`src/hdl/spc_pkg.sv`:
```
// Shared types and constants of the 2D shape pair collision test.
`default_nettype none
package spc_pkg;

  // Field widths and fixed-point scaling
  localparam int COORD_BITS_DEF = 16;
  localparam int KIND_W         = 4;
  localparam int HALF_W         = 15;
  localparam int ROT_W          = 16;
  localparam int FRAC_SHIFT     = 14;
  localparam int RAD_SHIFT      = 2 * FRAC_SHIFT;
  localparam int AXES           = 4;
  localparam int QDEPTH         = 2;

  // Unit rotation in Q1.14
  localparam logic signed [ROT_W-1:0] ONE_Q14 = 16'sd16384;

  // Shape codes
  localparam logic [1:0] SHAPE_AABB   = 2'd0;
  localparam logic [1:0] SHAPE_CIRCLE = 2'd1;
  localparam logic [1:0] SHAPE_OBB    = 2'd2;

  // Test class chosen by the front end
  typedef enum logic [1:0] {
    CLS_NONE,
    CLS_CC,
    CLS_CB,
    CLS_BB
  } cls_t;

  // Classified request; for circle-box the circle is in slot a, the box in slot b
  typedef struct packed {
    cls_t                     cls;
    logic signed [ROT_W-1:0]  a_cos;
    logic signed [ROT_W-1:0]  a_sin;
    logic signed [ROT_W-1:0]  b_cos;
    logic signed [ROT_W-1:0]  b_sin;
    logic        [HALF_W-1:0] a_hx;
    logic        [HALF_W-1:0] a_hy;
    logic        [HALF_W-1:0] b_hx;
    logic        [HALF_W-1:0] b_hy;
  } item_t;

endpackage
`default_nettype wire

```
`src/hdl/spc_front.sv`:
```
// Front end: decodes the shape pair code and builds the classified request.
`default_nettype none
module spc_front #(
  parameter int COORD_BITS = spc_pkg::COORD_BITS_DEF
) (
  input  wire logic        [spc_pkg::KIND_W-1:0] kind,
  input  wire logic signed [COORD_BITS-1:0]      a_center_x,
  input  wire logic signed [COORD_BITS-1:0]      a_center_y,
  input  wire logic        [spc_pkg::HALF_W-1:0] a_half_x,
  input  wire logic        [spc_pkg::HALF_W-1:0] a_half_y,
  input  wire logic        [2*spc_pkg::ROT_W-1:0] a_rotation,
  input  wire logic signed [COORD_BITS-1:0]      b_center_x,
  input  wire logic signed [COORD_BITS-1:0]      b_center_y,
  input  wire logic        [spc_pkg::HALF_W-1:0] b_half_x,
  input  wire logic        [spc_pkg::HALF_W-1:0] b_half_y,
  input  wire logic        [2*spc_pkg::ROT_W-1:0] b_rotation,
  output spc_pkg::item_t                         item,
  output logic signed      [COORD_BITS:0]        dx,
  output logic signed      [COORD_BITS:0]        dy
);

  localparam int RW = spc_pkg::ROT_W;

  logic [1:0] ka;
  logic [1:0] kb;
  logic       legal;
  logic       swap;
  logic signed [RW-1:0] ac, as_v, bc, bs_v;

  // Split pair code into the two shape codes
  always_comb begin
    legal = 1'b1;
    ka    = spc_pkg::SHAPE_AABB;
    kb    = spc_pkg::SHAPE_AABB;
    case (kind)
      4'd0: begin ka = spc_pkg::SHAPE_AABB;   kb = spc_pkg::SHAPE_AABB;   end
      4'd1: begin ka = spc_pkg::SHAPE_AABB;   kb = spc_pkg::SHAPE_CIRCLE; end
      4'd2: begin ka = spc_pkg::SHAPE_AABB;   kb = spc_pkg::SHAPE_OBB;    end
      4'd3: begin ka = spc_pkg::SHAPE_CIRCLE; kb = spc_pkg::SHAPE_AABB;   end
      4'd4: begin ka = spc_pkg::SHAPE_CIRCLE; kb = spc_pkg::SHAPE_CIRCLE; end
      4'd5: begin ka = spc_pkg::SHAPE_CIRCLE; kb = spc_pkg::SHAPE_OBB;    end
      4'd6: begin ka = spc_pkg::SHAPE_OBB;    kb = spc_pkg::SHAPE_AABB;   end
      4'd7: begin ka = spc_pkg::SHAPE_OBB;    kb = spc_pkg::SHAPE_CIRCLE; end
      4'd8: begin ka = spc_pkg::SHAPE_OBB;    kb = spc_pkg::SHAPE_OBB;    end
      default: legal = 1'b0;
    endcase
  end

  // Rotation; identity unless oriented box
  always_comb begin
    ac   = (ka == spc_pkg::SHAPE_OBB) ? $signed(a_rotation[RW-1:0])    : spc_pkg::ONE_Q14;
    as_v = (ka == spc_pkg::SHAPE_OBB) ? $signed(a_rotation[2*RW-1:RW]) : '0;
    bc   = (kb == spc_pkg::SHAPE_OBB) ? $signed(b_rotation[RW-1:0])    : spc_pkg::ONE_Q14;
    bs_v = (kb == spc_pkg::SHAPE_OBB) ? $signed(b_rotation[2*RW-1:RW]) : '0;
  end

  // Classify; the circle of a circle-box pair always goes to slot a
  always_comb begin
    swap = (kb == spc_pkg::SHAPE_CIRCLE) && (ka != spc_pkg::SHAPE_CIRCLE);
    if (!legal) begin
      item.cls = spc_pkg::CLS_NONE;
    end else if (ka == spc_pkg::SHAPE_CIRCLE && kb == spc_pkg::SHAPE_CIRCLE) begin
      item.cls = spc_pkg::CLS_CC;
    end else if (ka == spc_pkg::SHAPE_CIRCLE || kb == spc_pkg::SHAPE_CIRCLE) begin
      item.cls = spc_pkg::CLS_CB;
    end else begin
      item.cls = spc_pkg::CLS_BB;
    end
    if (swap) begin
      item.a_cos = bc;   item.a_sin = bs_v; item.a_hx = b_half_x; item.a_hy = b_half_y;
      item.b_cos = ac;   item.b_sin = as_v; item.b_hx = a_half_x; item.b_hy = a_half_y;
    end else begin
      item.a_cos = ac;   item.a_sin = as_v; item.a_hx = a_half_x; item.a_hy = a_half_y;
      item.b_cos = bc;   item.b_sin = bs_v; item.b_hx = b_half_x; item.b_hy = b_half_y;
    end
  end

  // Center difference; only its magnitude matters for circle tests
  assign dx = (COORD_BITS+1)'(b_center_x) - (COORD_BITS+1)'(a_center_x);
  assign dy = (COORD_BITS+1)'(b_center_y) - (COORD_BITS+1)'(a_center_y);

endmodule
`default_nettype wire

```
`config.mk`:
```
export PLATFORM = sky130hd
export DESIGN_NAME = spc_front
export DESIGN_NICKNAME = d
export VERILOG_FILES = /design/src/hdl/spc_pkg.sv /design/src/hdl/spc_front.sv
export SDC_FILE = /design/constraint.sdc
export NUM_CORES = 1
export LEC_CHECK = 0
export BUFFER_PORTS_ARGS = -buffer_cell sky130_fd_sc_hd__clkbuf_2
export CAP_MARGIN = 25
export CORE_AREA = 5 5 132 134
export DETAILED_ROUTE_END_ITERATION = 8
export DIE_AREA = 0 0 137 139
export PLACE_DENSITY_LB_ADDON = 0.25
export SLEW_MARGIN = 20
export SYNTH_ARGS = -nofsm -noshare
export SYNTH_HDL_FRONTEND = slang
export SYNTH_SLANG_ARGS = --single-unit
export TNS_END_PERCENT = 20
```
`constraint.sdc`:
```
create_clock -name vclk -period 2.4
set_input_delay 0.48 -clock vclk [all_inputs]
set_output_delay 0.48 -clock vclk [all_outputs]
set_load 0.05 [all_outputs]
```
==> summary.txt <==
Synth
  – Top-count cell post-synth: mux2_2
  – Distinct cells, synth: between 50 and 60
  – Commonest cells in the netlist: mux2_2, nor2_1, inv_1
  – Synth Area in Compound Gates: 0.292
  – Sequential area share after synthesis: 0
  – Mapped cell area: approximately 3300 um^2
  – Post-synth top area cell: mux2_2
  – Synth warnings: 0
  – Post-synthesis mux area share: 0.221
  – Syn Nets: around 700
  – Combinational family with the most area after synthesis: compound AO/OA/AOI/OAI gates
  – Mapped Cells: 464
  – Syn_area_per_cell: around 7.2 um^2
  – Post-Synth Simple-Gate Area: 0.199
  – Synth top area share: 0.203
  – Top area cells in the synthesized netlist: mux2_2, ha_1, a32o_1
  – Adder-Cell Fraction of Synth Area: 0.132
  – Xor and xnor area share after synthesis: 0.0551

Timing
  – Fin. max-slew vios: 0
  – Relative max-transition margin: 0.713
  – Worst Max-Slew Pin Slew: around 0.43 ns
  – Setup ws final: -0.344 ns
  – Tcrit/Tclk final: 1.14
  – RSZ-0062 raised after global routing: true
  – Final Hold Vio Count: 0
  – Post-route minimum period: 2.74 ns
  – Max frequency: 364 MHz
  – Setup violations, final: 26
  – Fin Setup TNS: -5.21 ns
  – Hold WS: around 1.3 ns

Place
  – Place WS: -0.556 ns
  – I/O Buffers: approximately 350
  – HPWL after DPL: approximately 16,000 um
  – Gpl congestion: approximately 0.99

Critical path
  – Critical path arrival: roughly 2.3 ns
  – Crit path required time: 1.92 ns
  – Crit end category: output port
  – Worst setup SP type: input port
  – CP Class: in -> out
  – Maximum fanout along the worst path: 3

Detailed routing
  – Post-DRT Antenna Nets: 0
  – Initial drt markers: about 170
  – Drt drc: 0
  – Vias/cell: approximately 4.6
  – DRT Pass-1 Iters: 6
  – Via count: approximately 5,200
  – Final WL: between 15,000 and 20,000 um
  – WL per Instance: approximately 17 um

Layout
  – Sequential cell count: 0
  – Fill count: 1,457
  – Clock buffers: 0
  – Fraction of layout cells with a size suffix above 1: 0.721
  – Reg area: 0 um^2
  – Nets: between 1,000 and 1,500
  – Area Overhead vs Synth: 149%

Outcome
  – Failing checks: negative setup slack
  – Outcome: complete, but fails checks

Worst hold path
  – Hold path cells: 4
  – Hold Crit Class: in -> out

GRT
  – Pin count of the biggest net entering global routing: ~50
  – Grt total ovfl: 0
  – First-pass GRT wire length: 26,700 um
  – Initial antenna violation count: 1
  – Vias in the first global route: between 4,000 and 5,000
  – GRT Total Usage: 0.171

Die
  – FP Rows: 47
  – Die H: 139 um
  – Die Span X: roughly 140 um
  – I/O pin count: 352
  – Starting Density: 0.206
  – Area of the core: 16,200 um^2
  – Die Area: between 15,000 and 20,000 um^2

Job
  – Max cap viols: 0

Pwr
  – Leak: about 4.1 nW
  – Total design power: ~3.2 mW
  – Pwr Density: just under 400 nW/um^2
  – Peak supply drop: between 0.3 and 0.4 mV

Clock network
  – Hold buffers post-CTS: 0
==> critical path: stages <==
cell and delay, ns:
clkbuf_16 0.12, inv_12 0.03, ha_4 0.15, fa_2 0.34, nor2b_2 0.14, o311a_1 0.25, nor2_4 0.07, o311ai_4 0.22
buf_6 0.16, xor2_4 0.15, buf_12 0.15
==> placed cells by master, fill, tap and decap left out, types with 6 or more instances in the layout <==
master,count
a21o_1,7
a21oi_1,10
a32o_1,18
a32o_2,13
buf_12,62
buf_2,36
buf_4,105
buf_6,25
clkbuf_2,215
clkbuf_8,13
ha_1,14
ha_4,16
inv_1,41
mux2_2,58
mux2i_1,6
nand2_1,39
nand2b_1,6
nand3_1,7
nor2_1,48
o21a_1,8
xnor2_2,6
==> per-layer routing <==
layer  global-route usage  vias up  wire (um)
li1                     -     2586          -
met1                0.205     2393       7240
met2                0.316      194       9440
met3               0.0377       20       1640
met4               0.0242        0        333
met5                    0        -          0
==> report_power, final <==
part	leakage [nW]	switching (mW)	total, mW	internal [mW]
Combinational	4.13	1.78	3.19	1.41
Clock	0.00000634	0	0.0000000558	0.0000000558
Sequential	0	0	0	0
==> cell families after synthesis <==
| family | Yosys count |
|---|---|
| and+or+nand+nor | 147 |
| adders and majority gates | 34 |
| buffers and inverters | 76 |
| AOI/OAI and AO/OA | 120 |
| xor gates and xnor gates | 21 |
| muxes | 66 |
==> through the flow <==
| stage | cells | instance area [um^2] | utilization |
|---|---|---|---|
| floorplan | 464 | 3830 | - |
| global placement | 1108 | 7360 | 0.455 |
| detailed placement | 1108 | 7360 | 0.455 |
| CTS | 1114 | 7880 | 0.487 |
| global route | 1127 | 8300 | 0.513 |
| finish | 1127 | 8300 | 0.513 |
==> repair_timing <==
item                       CTS  global route
cloned                       0             2
setup buffers                6            11
gates resized for setup    102           133
pin swaps                   32            45
setup endpoints to repair   88           150
==> worst paths after layout <==
check / start / to / slack, ns
worst max-delay path: b_center_y[0] / dy[14] / -0.34
worst min-delay path: a_rotation[18] / item[94] / 1.30
==> layout make-up <==
class / instances / area (um^2) / share of cell area
inverters: 50 / 218 / 0.0262
multi-input cells: 388 / 3870 / 0.466
repair buffers: 468 / 3940 / 0.474
well taps: 220 / 275 / 0.0332
diodes: 1 / 2.50 / 0.000301
Power figures use the tool's default switching activity.
