**src/hdl/spc_pkg.sv**
```systemverilog
// Shared types and constants of the 2D shape pair collision test.
`default_nettype none
package spc_pkg;

  // Field widths and fixed-point scaling
  localparam int COORD_BITS_DEF = 16;
  localparam int KIND_W         = 4;
  localparam int HALF_W         = 15;
  localparam int ROT_W          = 16;
  localparam int FRAC_SHIFT     = 14;
  localparam int RAD_SHIFT      = 2 * FRAC_SHIFT;
  localparam int AXES           = 4;
  localparam int QDEPTH         = 2;

  // Unit rotation in Q1.14
  localparam logic signed [ROT_W-1:0] ONE_Q14 = 16'sd16384;

  // Shape codes
  localparam logic [1:0] SHAPE_AABB   = 2'd0;
  localparam logic [1:0] SHAPE_CIRCLE = 2'd1;
  localparam logic [1:0] SHAPE_OBB    = 2'd2;

  // Test class chosen by the front end
  typedef enum logic [1:0] {
    CLS_NONE,
    CLS_CC,
    CLS_CB,
    CLS_BB
  } cls_t;

  // Classified request; for circle-box the circle is in slot a, the box in slot b
  typedef struct packed {
    cls_t                     cls;
    logic signed [ROT_W-1:0]  a_cos;
    logic signed [ROT_W-1:0]  a_sin;
    logic signed [ROT_W-1:0]  b_cos;
    logic signed [ROT_W-1:0]  b_sin;
    logic        [HALF_W-1:0] a_hx;
    logic        [HALF_W-1:0] a_hy;
    logic        [HALF_W-1:0] b_hx;
    logic        [HALF_W-1:0] b_hy;
  } item_t;

endpackage
`default_nettype wire

```
**src/hdl/spc_queue.sv**
```systemverilog
// Short request queue between front end and back end.
`default_nettype none
module spc_queue #(
  parameter int WIDTH = 8,
  parameter int DEPTH = spc_pkg::QDEPTH
) (
  input  wire logic             clk,
  input  wire logic             rst,
  input  wire logic             push,
  input  wire logic [WIDTH-1:0] wdata,
  input  wire logic             pop,
  output logic      [WIDTH-1:0] rdata,
  output logic                  full,
  output logic                  not_empty
);

  localparam int PTR_W = (DEPTH > 1) ? $clog2(DEPTH) : 1;
  localparam int CNT_W = $clog2(DEPTH + 1);

  logic [WIDTH-1:0] mem [DEPTH];
  logic [PTR_W-1:0] wr_ptr;
  logic [PTR_W-1:0] rd_ptr;
  logic [CNT_W-1:0] count;
  logic             do_push;
  logic             do_pop;

  assign do_push   = push && !full;
  assign do_pop    = pop && not_empty;
  assign full      = (count == CNT_W'(DEPTH));
  assign not_empty = (count != '0);
  assign rdata     = mem[rd_ptr];

  // Storage
  always_ff @(posedge clk) begin
    if (do_push) begin
      mem[wr_ptr] <= wdata;
    end
  end

  // Pointers and fill count
  always_ff @(posedge clk) begin
    if (rst) begin
      wr_ptr <= '0;
      rd_ptr <= '0;
      count  <= '0;
    end else begin
      if (do_push) begin
        wr_ptr <= (wr_ptr == PTR_W'(DEPTH - 1)) ? '0 : wr_ptr + 1'b1;
      end
      if (do_pop) begin
        rd_ptr <= (rd_ptr == PTR_W'(DEPTH - 1)) ? '0 : rd_ptr + 1'b1;
      end
      if (do_push && !do_pop) begin
        count <= count + 1'b1;
      end else if (do_pop && !do_push) begin
        count <= count - 1'b1;
      end
    end
  end

endmodule
`default_nettype wire

```
**config.mk**
```make
export PLATFORM = sky130hd
export DESIGN_NAME = spc_queue
export DESIGN_NICKNAME = d
export VERILOG_FILES = /design/src/hdl/spc_pkg.sv /design/src/hdl/spc_queue.sv
export SDC_FILE = /design/constraint.sdc
export NUM_CORES = 1
export LEC_CHECK = 0
export BUFFER_PORTS_ARGS = -buffer_cell sky130_fd_sc_hd__buf_4
export CAP_MARGIN = 10
export CORE_AREA = 3 3 48 50
export CTS_CLUSTER_DIAMETER = 200
export DETAILED_ROUTE_END_ITERATION = 8
export DIE_AREA = 0 0 51 53
export GPL_ROUTABILITY_DRIVEN = 1
export GPL_TIMING_DRIVEN = 0
export PLACE_DENSITY = 0.65
export SYNTH_ARGS = -nofsm -noshare
export SYNTH_HDL_FRONTEND = slang
export SYNTH_SLANG_ARGS = --single-unit
```
**constraint.sdc**
```tcl
create_clock -name clk -period 1.7 [get_ports clk]
set_input_delay 0.425 -clock clk [delete_from_list [all_inputs] [get_ports clk]]
set_output_delay 0.425 -clock clk [all_outputs]
set_load 0.01 [all_outputs]
```
==> results of run 1 <==
## sequential cells by signal, indices dropped and copies added (netlist names), named ones only
register	count
mem	16
wr_ptr	1
count	2
rd_ptr	1
## placed cells by master, fill, tap and decap left out
cell / Yosys / final
or3_1: 2 / 2
ha_1: 1 / 1
clkbuf_4: 0 / 3
inv_1: 2 / 2
or2_2: 1 / 1
buf_6: 0 / 1
mux2_2: 8 / 8
xor2_1: 3 / 3
and2_1: 1 / 1
o21ai_0: 3 / 3
buf_4: 0 / 21
dfxtp_2: 0 / 2
clkbuf_1: 0 / 1
dfxtp_1: 5 / 3
edfxtp_1: 16 / 16
a21oi_1: 2 / 2
nor2b_4: 0 / 1
nor2_1: 4 / 4
## cells by family after synthesis
family / share of synthesized area [%]
flip-flops: 73.0
buffers and inverters: 1.57
multiplexers: 11.3
AND/OR/NAND/NOR: 6.13
adder cells (fa/ha/maj): 1.57
AO/OA/AOI/OAI: 3.14
XOR/XNOR: 3.30
## final timing paths
check | to | start | depth (start not counted) | slack [ns]
worst max register to register | count[1] | count[0] | 4 | 0.13
worst max-delay path | rdata[2] | register | 3 | 0.04
worst min register to register | wr_ptr | wr_ptr | 2 | 0.49
worst min-delay path | mem[1][6] | wdata[6] | 1 | 0.31
## stage by stage
step / instances / hold slack (ns) / setup WS (ns) / TNS (ns) / total power [W]
floorplan: 50 / 0.452 / 0.218 / 0 / 0.00101
global placement: 98 / 0.465 / 0.143 / 0 / 0.00120
detailed placement: 98 / 0.483 / 0.0890 / 0 / 0.00121
CTS: 102 / 0.305 / 0.00185 / 0 / 0.00145
global route: 102 / 0.293 / -0.0179 / -0.0858 / 0.00154
finish: 102 / 0.312 / 0.0356 / 0 / 0.00144
## metal layers
layer | wire, um | track usage [%] | vias up
li1 | - | - | 231
met5 | 0 | 0 | -
met4 | 15 | 4.04 | 0
met1 | 543 | 13.0 | 211
met3 | 50 | 2.54 | 2
met2 | 587 | 15.7 | 13
## power groups by stage
| stage | Combinational [W] | Sequential [W] | Clock, W |
|---|---|---|---|
| floorplan | 0.000310 | 0.000697 | 0 |
| global placement | 0.000493 | 0.000704 | 0 |
| detailed placement | 0.000503 | 0.000708 | 0 |
| CTS | 0.000516 | 0.000699 | 0.000232 |
| global route | 0.000568 | 0.000720 | 0.000255 |
| finish | 0.000512 | 0.000707 | 0.000224 |
## worst max-delay path: stages, from the launching register on
cell,delay (ns)
dfxtp_2,0.34
buf_6,0.13
mux2_2,0.34
buf_4,0.14
## repair_timing
item	4_1_cts	5_1_grt
gates resized for setup	2	3
endpoints found under the hold margin	0	0
endpoints found under the setup margin	8	9
hold buffers	0	0
## area by class of cell
| class | instances | share of cell area, % |
|---|---|---|
| clock buffers | 4 | 2.56 |
| plain buffers | 1 | 1.10 |
| inverters | 2 | 0.731 |
| flip-flops and latches | 21 | 56.8 |
| repair buffers | 21 | 15.3 |
| multi-input cells | 26 | 20.2 |
| well taps | 27 | 3.29 |
==> summary.txt, run 1 <==
register bit total from synthesis - 21
Setup crit end kind - output port
die width - 51 um
Distinct cells, synth - 14
PortBufs - 21
initial antenna violation count - 0
Post-synth top flop - edfxtp_1
final setup fails - 0
GRT Util Overall - 9.94%
DRC - 0
synthesized net count - 63
io pins - 22
CP Max Fanout - 8
min-delay worst type - in -> reg
register area share after synthesis - 73.0%
# clock sinks - 21
leakage power - 0.407 nW
total grt overflow - 0
Setup crit start kind - register
CP Class - reg -> out
Design Area, Final - 1030 um2
Core ar. - 1940 um2
Starting Density - 41.0%
Avg Vias per Cell - 4.48
Routed Antenna Nets - 0
Synth area leaders - edfxtp_1, dfxtp_1, mux2_2, xor2_1, o21ai_0
post-route clock period utilization - 97.9%
crit path DAT - 1.24 ns
Max Cap Viol - 0
outcome - complete, no violations
synth-to-layout area growth - 29.1%
Post-CTS Setup Bufs - 0
Sw Ratio - 28.3%
Worst VDD drop - 0.000628 V
# nets final - 89
Slew headroom - 75.3%
dpl hpwl - 877 um
Synth async-reset ratio - 0%
cell taking the most area after synthesis - edfxtp_1
1st-iter DRT viols - 3
largest net degree at the start of global routing - 12
Fmax - 0.601 GHz
Psw - 0.000409 W
Placement Cell Area - 987 um2
Die Y - 53 um
CTS tree - yes
Synth top cells by count - edfxtp_1, mux2_2, dfxtp_1, nor2_1
count leader, synth - edfxtp_1
Pre-antenna DRT Iters - 3
Post-Synthesis Cell Area - 796 um2
post-synth top area share - 60.4%
Antenna Cells - 0
multi-input logic area - 208 um2
fillcell total - 178
DRT Wirelength - 1200 um
Slew Limit Fails - 0
min Tclk post-route - 1.66 ns
Data required, critical path - 1.27 ns
Worst Skew - 0.00278 ns
Slew @ Worst Pin - 0.370 ns
post-detailed-route wirelength per cell - 11.7 um
vias in the first global route - 430
H-tree Lvls - 1
layout cells sized above 1 - 49.3%
Clock Power Share - 15.5%
CTS buffer count - 3
Ys Warns - 0
# rows - 16
clock-pin slew on the worst setup and hold paths - 0.11 ns
Pwr Density - 1400 nW/um2
die area - 2700 um2
worst skew pair latency - 0.29 ns
Comb pwr share - 35.5%
Mapped Avg Cell Area - 15.9 um2
first-pass GRT wire length - 1910 um
Synth Instances - 50
Placer Congestion - 0.650
EDFF count, synth - 16
RSZ-0062 raised after global routing - true
clk root buf - clkbuf_4
register area - 583 um2
Seq pwr share - 49.0%
final core occ - 52.9%
final hold vios - 0
vias after detailed routing - 457
Clock Path Buffers - 2
Pint - 0.00103 W
Power figures use the tool's default switching activity.
==> run 2, diff against run 1 <==
- ABC_AREA: not set -> 1
- CELL_PAD_IN_SITES_DETAIL_PLACEMENT: not set -> 1
- CELL_PAD_IN_SITES_GLOBAL_PLACEMENT: not set -> 2
- CORE_AREA: 3 3 48 50 -> 3 3 55 57
- DIE_AREA: 0 0 51 53 -> 0 0 58 60
- PLACE_DENSITY: 0.65 -> 0.73
==> run 2 against run 1 <==
Non-clock buffer count stayed put. Core utilization decreased by 11 points. Synthesized cell count grew 24%. Highest routed layer unchanged.
==> summary.txt, run 2 <==
total grt overflow - 0 (unchanged)
outcome - complete, no violations (unchanged)
Cell Count, Final, Fillers Out - 117 (was 102)
largest family of logic cells by synthesized area - multiplexers (unchanged)
Routed Antenna Nets - 0 (unchanged)
worst skew pair latency - 0.30 ns (was 0.29 ns)
CTS tree - yes (unchanged)
1st-iter DRT viols - 7 (was 3)
first-pass GRT wire length - 2370 um (was 1910 um)
Synth async-reset ratio - 0% (unchanged)
fillcell total - 270 (was 178)
# clock sinks - 21 (unchanged)
die area - 3480 um2 (was 2700 um2)
Setup crit start kind - register (unchanged)
clk root buf - clkbuf_4 (unchanged)
Worst VDD drop - 0.000688 V (was 0.000628 V)
Post-Synthesis Cell Area - 820 um2 (was 796 um2)
Mapped Avg Cell Area - 13.2 um2 (was 15.9 um2)
Pint - 0.00100 W (was 0.00103 W)
Synth Instances - 62 (was 50)
min Tclk post-route - 1.68 ns (was 1.66 ns)
GRT Util Overall - 9.52% (was 9.94%)
layout cells sized above 1 - 42.5% (was 49.3%)
PortBufs - 21 (unchanged)
CP Max Fanout - 8 (unchanged)
register area share after synthesis - 70.8% (was 73.0%)
synthesized net count - 75 (was 63)
CP Class - reg -> out (unchanged)
# nets final - 101 (was 89)
Starting Density - 32.5% (was 41.0%)
Post-CTS Hold Fix Bufs - 0 (unchanged)
dpl hpwl - 1080 um (was 877 um)
max FFs per register - 16 (unchanged)
synth-to-layout area growth - 29.9% (was 29.1%)
DRC - 0 (unchanged)
largest net degree at the start of global routing - 13 (was 12)
io pins - 22 (unchanged)
EDFF count, synth - 16 (unchanged)
Placer Congestion - 0.662 (was 0.650)
post-detailed-route wirelength per cell - 11.9 um (was 11.7 um)
final hold vios - 0 (unchanged)
Synth Area in Adders - 1.53% (was 1.57%)
leakage power - 0.445 nW (was 0.407 nW)
Max Cap Viol - 0 (unchanged)
Seq pwr share - 48.4% (was 49.0%)
Psw - 0.000448 W (was 0.000409 W)
Pwr Density - 1360 nW/um2 (was 1400 nW/um2)
Slew @ Worst Pin - 0.684 ns (was 0.370 ns)
initial antenna violation count - 0 (unchanged)
register area - 582 um2 (was 583 um2)
final core occ - 42.2% (was 52.9%)
post-synth top area share - 58.6% (was 60.4%)
Die Y - 60 um (was 53 um)
register bit total from synthesis - 21 (unchanged)
Post-synth top flop - edfxtp_1 (unchanged)
RSZ-0062 raised after global routing - true (unchanged)
count leader, synth - edfxtp_1 (unchanged)
Ys Warns - 0 (unchanged)
Critical-path top delay cell - dfxtp_2 (unchanged)
Clock Power Share - 15.9% (was 15.5%)
CTS buffer count - 3 (unchanged)
vias in the first global route - 510 (was 430)
number of placed instances, taps included - 113 (was 98)
Setup crit end kind - output port (unchanged)
Distinct cells, synth - 14 (unchanged)
Synth Area in Simple Gates - 8.85% (was 6.13%)
Synth top cells by count - edfxtp_1, mux2_2, nor2_1, inv_1, nand2_1 (was edfxtp_1, mux2_2, dfxtp_1, nor2_1)
Avg Vias per Cell - 4.44 (was 4.48)
cell taking the most area after synthesis - edfxtp_1 (unchanged)
Pre-antenna DRT Iters - 2 (was 3)
Slew Limit Fails - 0 (unchanged)
vias after detailed routing - 520 (was 457)
H-tree Lvls - 1 (unchanged)
Fmax - 0.595 GHz (was 0.601 GHz)
r2r setup slk - 0.24 ns (was 0.13 ns)
CP Cell Sequence - buf_8 > mux2_2 > buf_4 (was buf_6 > mux2_2 > buf_4)
post-route clock period utilization - 98.9% (was 97.9%)
mux share of post-synthesis cell area - 11.0% (was 11.3%)
critical path's largest stage delay - 0.35 ns (was 0.34 ns)
multi-input logic area - 211 um2 (was 208 um2)
# rows - 18 (was 16)
Comb pwr share - 35.7% (was 35.5%)
Reg with most FFs - mem (unchanged)
clock-pin slew on the worst setup and hold paths - 0.11 ns (about the same)
Data required, critical path - 1.27 ns (about the same)
DRT Wirelength - 1400 um (was 1200 um)
Post-CTS Setup Bufs - 0 (unchanged)
die width - 58 um (was 51 um)
Worst Skew - 0.00264 ns (was 0.00278 ns)
final setup fails - 0 (unchanged)
Sw Ratio - 30.9% (was 28.3%)
largest registers - mem (16), count (2) (unchanged)
crit path DAT - 1.26 ns (was 1.24 ns)
most frequent cells in the layout - buf_4, edfxtp_1, nor2_1 (was buf_4, edfxtp_1, mux2_2)
Antenna Cells - 0 (unchanged)
Slew headroom - 54.2% (was 75.3%)
commonest non-fill, non-tap cell in the layout - buf_4 (unchanged)
Clock Path Buffers - 2 (unchanged)
Synth area leaders - edfxtp_1, dfxtp_1, mux2_2, nor2_1, inv_1 (was edfxtp_1, dfxtp_1, mux2_2, xor2_1, o21ai_0)
min-delay worst type - in -> reg (unchanged)
Core ar. - 2520 um2 (was 1940 um2)
Compound-Gate Fraction of Synth Area - 3.51% (was 3.14%)
xor/xnor share of the synthesized area - 0% (was 3.30%)
==> run 2: final timing paths <==
check / cells past startpoint / from / endpoint
min: 1 / wdata[2] / mem[1][2]
min reg2reg: 2 / wr_ptr / wr_ptr
max reg2reg: 2 / count[0] / mem[1][4]
max: 3 / register / rdata[6]
==> run 2: logic make-up (layout without fill, tap and decap cells) <==
| kind of cell | after synthesis | after routing |
|---|---|---|
| compound gates | 5 | 5 |
| mux | 8 | 8 |
| buf+inv | 9 | 34 |
| simple gates | 18 | 18 |
| flops | 21 | 21 |
| fa+ha+maj | 1 | 1 |
==> run 2: cell type report <==
cell class              instances  share of cell area (%)
flip-flops and latches         21                    54.6
multi-input cells              32                    19.9
repair buffers                 21                    15.2
well taps                      30                    3.53
inverters                       8                    2.82
clock buffers                   3                    2.12
plain buffers                   1                    1.41
clock inverters                 1                   0.470
==> run 2: metal layers <==
layer	vias to the layer above	routed length, um	track usage, %
met3	4	99	3.02
met2	14	692	14.7
met1	240	568	11.5
li1	262	-	-
met5	-	0	0
met4	0	34	5.96
==> run 2: stage by stage <==
stage	total power (W)	instance area, um2	setup WS [ns]	hold WS, ns	TNS, ns
6_report	0.00145	1060	0.0195	0.303	0
5_1_grt	0.00157	1060	-0.0405	0.276	-0.213
4_1_cts	0.00146	1050	-0.00387	0.289	-0.00757
3_5_place_dp	0.00121	1010	0.165	0.507	0
3_3_place_gp	0.00120	1010	0.160	0.480	0
2_1_floorplan	0.00100	820	0.385	0.465	0
==> run 2: what timing repair did <==
action / 4_1_cts / 5_1_grt
gates cloned: 0 / 0
endpoints found under the setup margin: 8 / 8
gates resized for setup: 3 / 4
==> run 2: worst max-delay path: cells and delay by family (launching register included) <==
family   cells  cell delay, ns
flops        1            0.35
mux          1            0.33
buf+inv      2            0.28
==> run 2: power groups by stage <==
stage               combinational [W]  clock (W)  sequential (W)
floorplan                    0.000306          0        0.000698
global placement             0.000496          0        0.000704
detailed placement           0.000503          0        0.000710
CTS                          0.000515   0.000244        0.000701
global route                 0.000586   0.000268        0.000712
finish                       0.000518   0.000230        0.000701
==> run 3, diff against run 2 <==
- ABC_AREA: 1 -> not set
- CORE_AREA: 3 3 55 57 -> 3 3 54 56
- DIE_AREA: 0 0 58 60 -> 0 0 57 59
- PLACE_DENSITY: 0.73 -> 0.72
- clock period: 1.7 -> 1.8 ns (I/O delays scaled with it)
==> run 3 against run 2 <==
Combinational power fell by 7.1%. Highest routed layer is now met3. Power down 6.5%. Largest cell class unchanged. Worst hold slack better by 0.033 ns. Largest power group unchanged. Die area decreased by 3.4%. Via count fell by 9.4%. Sequential power is 5.7% lower. Wire length is 2.5% lower. Sequential share of layout area increased by 2.1 points.
==> summary.txt, run 3 (synthesis gave the netlist of run 1 again) <==
outcome - complete, no violations (unchanged)
largest registers - mem (16), count (2) (unchanged)
GRT Util Overall - 9.21% (was 9.52%)
vias after detailed routing - 471 (was 520)
# nets final - 89 (was 101)
clk root buf - clkbuf_4 (unchanged)
Fmax - 0.589 GHz
Core ar. - 2480 um2 (was 2520 um2)
Setup crit start kind - register (unchanged)
vias in the first global route - 514 (was 510)
Comb pwr share - 35.5% (was 35.7%)
Reg with most FFs - mem (unchanged)
CTS buffer count - 3 (unchanged)
Pre-antenna DRT Iters - 2 (unchanged)
clock-pin slew on the worst setup and hold paths - 0.11 ns (about the same)
Clock Power Share - 15.7% (was 15.9%)
largest net degree at the start of global routing - 12 (was 13)
worst skew pair latency - 0.29 ns (was 0.30 ns)
PortBufs - 21 (unchanged)
# rows - 18 (unchanged)
initial antenna violation count - 0 (unchanged)
final hold vios - 0 (unchanged)
die area - 3360 um2 (was 3480 um2)
Critical-path top delay cell - dfxtp_1 (was dfxtp_2)
DRC - 0 (unchanged)
leakage power - 0.405 nW (was 0.445 nW)
Slew headroom - 73.8% (was 54.2%)
post-detailed-route wirelength per cell - 13.0 um (was 11.9 um)
dpl hpwl - 1040 um (was 1080 um)
min-delay worst type - in -> reg (unchanged)
Psw - 0.000389 W (was 0.000448 W)
crit path DAT - 1.25 ns (was 1.26 ns)
Starting Density - 32.1% (was 32.5%)
Data required, critical path - 1.35 ns (was 1.27 ns)
H-tree Lvls - 1 (unchanged)
Slew Limit Fails - 0 (unchanged)
Sw Ratio - 28.7% (was 30.9%)
commonest non-fill, non-tap cell in the layout - buf_4 (unchanged)
most frequent cells in the layout - buf_4, edfxtp_1, mux2_2 (was buf_4, edfxtp_1, nor2_1)
CP Max Fanout - 8 (unchanged)
CP Cell Sequence - buf_6 > mux2_2 > buf_4 (was buf_8 > mux2_2 > buf_4)
Placement Cell Area - 991 um2 (was 1010 um2)
Top delay family on crit path - flip-flops (unchanged)
Max Cap Viol - 0 (unchanged)
Routed Antenna Nets - 0 (unchanged)
Placer Congestion - 0.624 (was 0.662)
CP Class - reg -> out (unchanged)
first-pass GRT wire length - 2260 um (was 2370 um)
DRT Wirelength - 1360 um (was 1400 um)
post-route clock period utilization - 94.3%
synth-to-layout area growth - 28.6% (was 29.9%)
critical path's largest stage delay - 0.35 ns (about the same)
Slew @ Worst Pin - 0.392 ns (was 0.684 ns)
fillcell total - 281 (was 270)
Avg Vias per Cell - 4.49 (was 4.44)
crit path buf inv count - 2 (unchanged)
Clock Path Buffers - 2 (unchanged)
Worst VDD drop - 0.000672 V (was 0.000688 V)
max FFs per register - 16 (unchanged)
post-route setup TNS - 0 ns (unchanged)
RSZ-0062 raised after global routing - false (was true)
layout cells sized above 1 - 46.7% (was 42.5%)
Final Power - 0.00135 W (was 0.00145 W)
# clock sinks - 21 (unchanged)
io pins - 22 (unchanged)
Post-CTS Hold Fix Bufs - 0 (unchanged)
CTS tree - yes (unchanged)
Antenna Cells - 0 (unchanged)
min Tclk post-route - 1.70 ns
total grt overflow - 0 (unchanged)
1st-iter DRT viols - 4 (was 7)
Design Area, Final - 1020 um2 (was 1060 um2)
Worst Skew - 0.00763 ns (was 0.00264 ns)
Pint - 0.000966 W (was 0.00100 W)
final setup fails - 0 (unchanged)
Setup crit end kind - output port (unchanged)
die width - 57 um (was 58 um)
Die Y - 59 um (was 60 um)
Pwr Density - 1320 nW/um2 (was 1360 nW/um2)
Seq pwr share - 48.8% (was 48.4%)
-- run 3: changes by cell type in the layout (fill, tap and decap cells not counted), moves of 2 or more --
cell     before  now
xor2_1        0    3
mux2_4        2    0
or3_1         0    2
mux2_2        6    8
nor2_1        8    4
inv_1         7    2
nand3_1       2    0
nand2_1       7    0
-- run 3: final timing paths --
check / start / to / slack (ns) / depth (start not counted)
worst max register to register: count[0] / count[1] / 0.23 / 4
worst min-delay path: wdata[5] / mem[1][5] / 0.34 / 1
worst min register to register: rd_ptr / rd_ptr / 0.52 / 2
worst max-delay path: register / rdata[6] / 0.10 / 3
-- run 3: power groups by stage --
stage	clock, W	sequential (W)	combinational (W)
2_1_floorplan	0	0.000658	0.000292
3_3_place_gp	0	0.000666	0.000475
3_5_place_dp	0	0.000671	0.000481
4_1_cts	0.000225	0.000660	0.000484
5_1_grt	0.000251	0.000673	0.000531
6_report	0.000213	0.000661	0.000481
-- run 3: layer usage --
layer | up-vias | track usage [%] | routed length (um)
met1 | 227 | 9.96 | 572
met5 | - | 0 | 0
li1 | 229 | - | -
met3 | 0 | 3.27 | 101
met4 | 0 | 4.97 | 0
met2 | 15 | 15.8 | 686
-- run 3: area by class of cell --
class	instances	area (um2)	area share, %
sequential	21	581	56.7
clock buffer	4	26.3	2.57
buffer	1	11.3	1.10
multi-input combinational	26	203	19.8
tap	30	37.5	3.67
timing repair buffer	21	158	15.4
inverter	2	7.51	0.733
-- run 3: worst register-to-register path: cells and delay by family (launching register included) --
family | cells | cell delay [ns]
fa+ha+maj | 1 | 0.32
simple gates | 1 | 0.37
compound gates | 2 | 0.44
flops | 1 | 0.38
-- run 3: per-stage QoR --
| stage | setup slack (ns) | utilization, % | cells | hold WS [ns] |
|---|---|---|---|---|
| after floorplan | 0.318 | - | 50 | 0.452 |
| after global placement | 0.178 | 40.0 | 101 | 0.467 |
| after detailed placement | 0.188 | 40.0 | 101 | 0.499 |
| after CTS | 0.000315 | 41.1 | 105 | 0.326 |
| after global routing | 0.0122 | 41.3 | 105 | 0.306 |
| final | 0.103 | 41.3 | 105 | 0.336 |
-- run 3: timing repair --
item,CTS,global route
gates resized for setup,0,3
buffers inserted,0,0
endpoints found under the setup margin,0,8
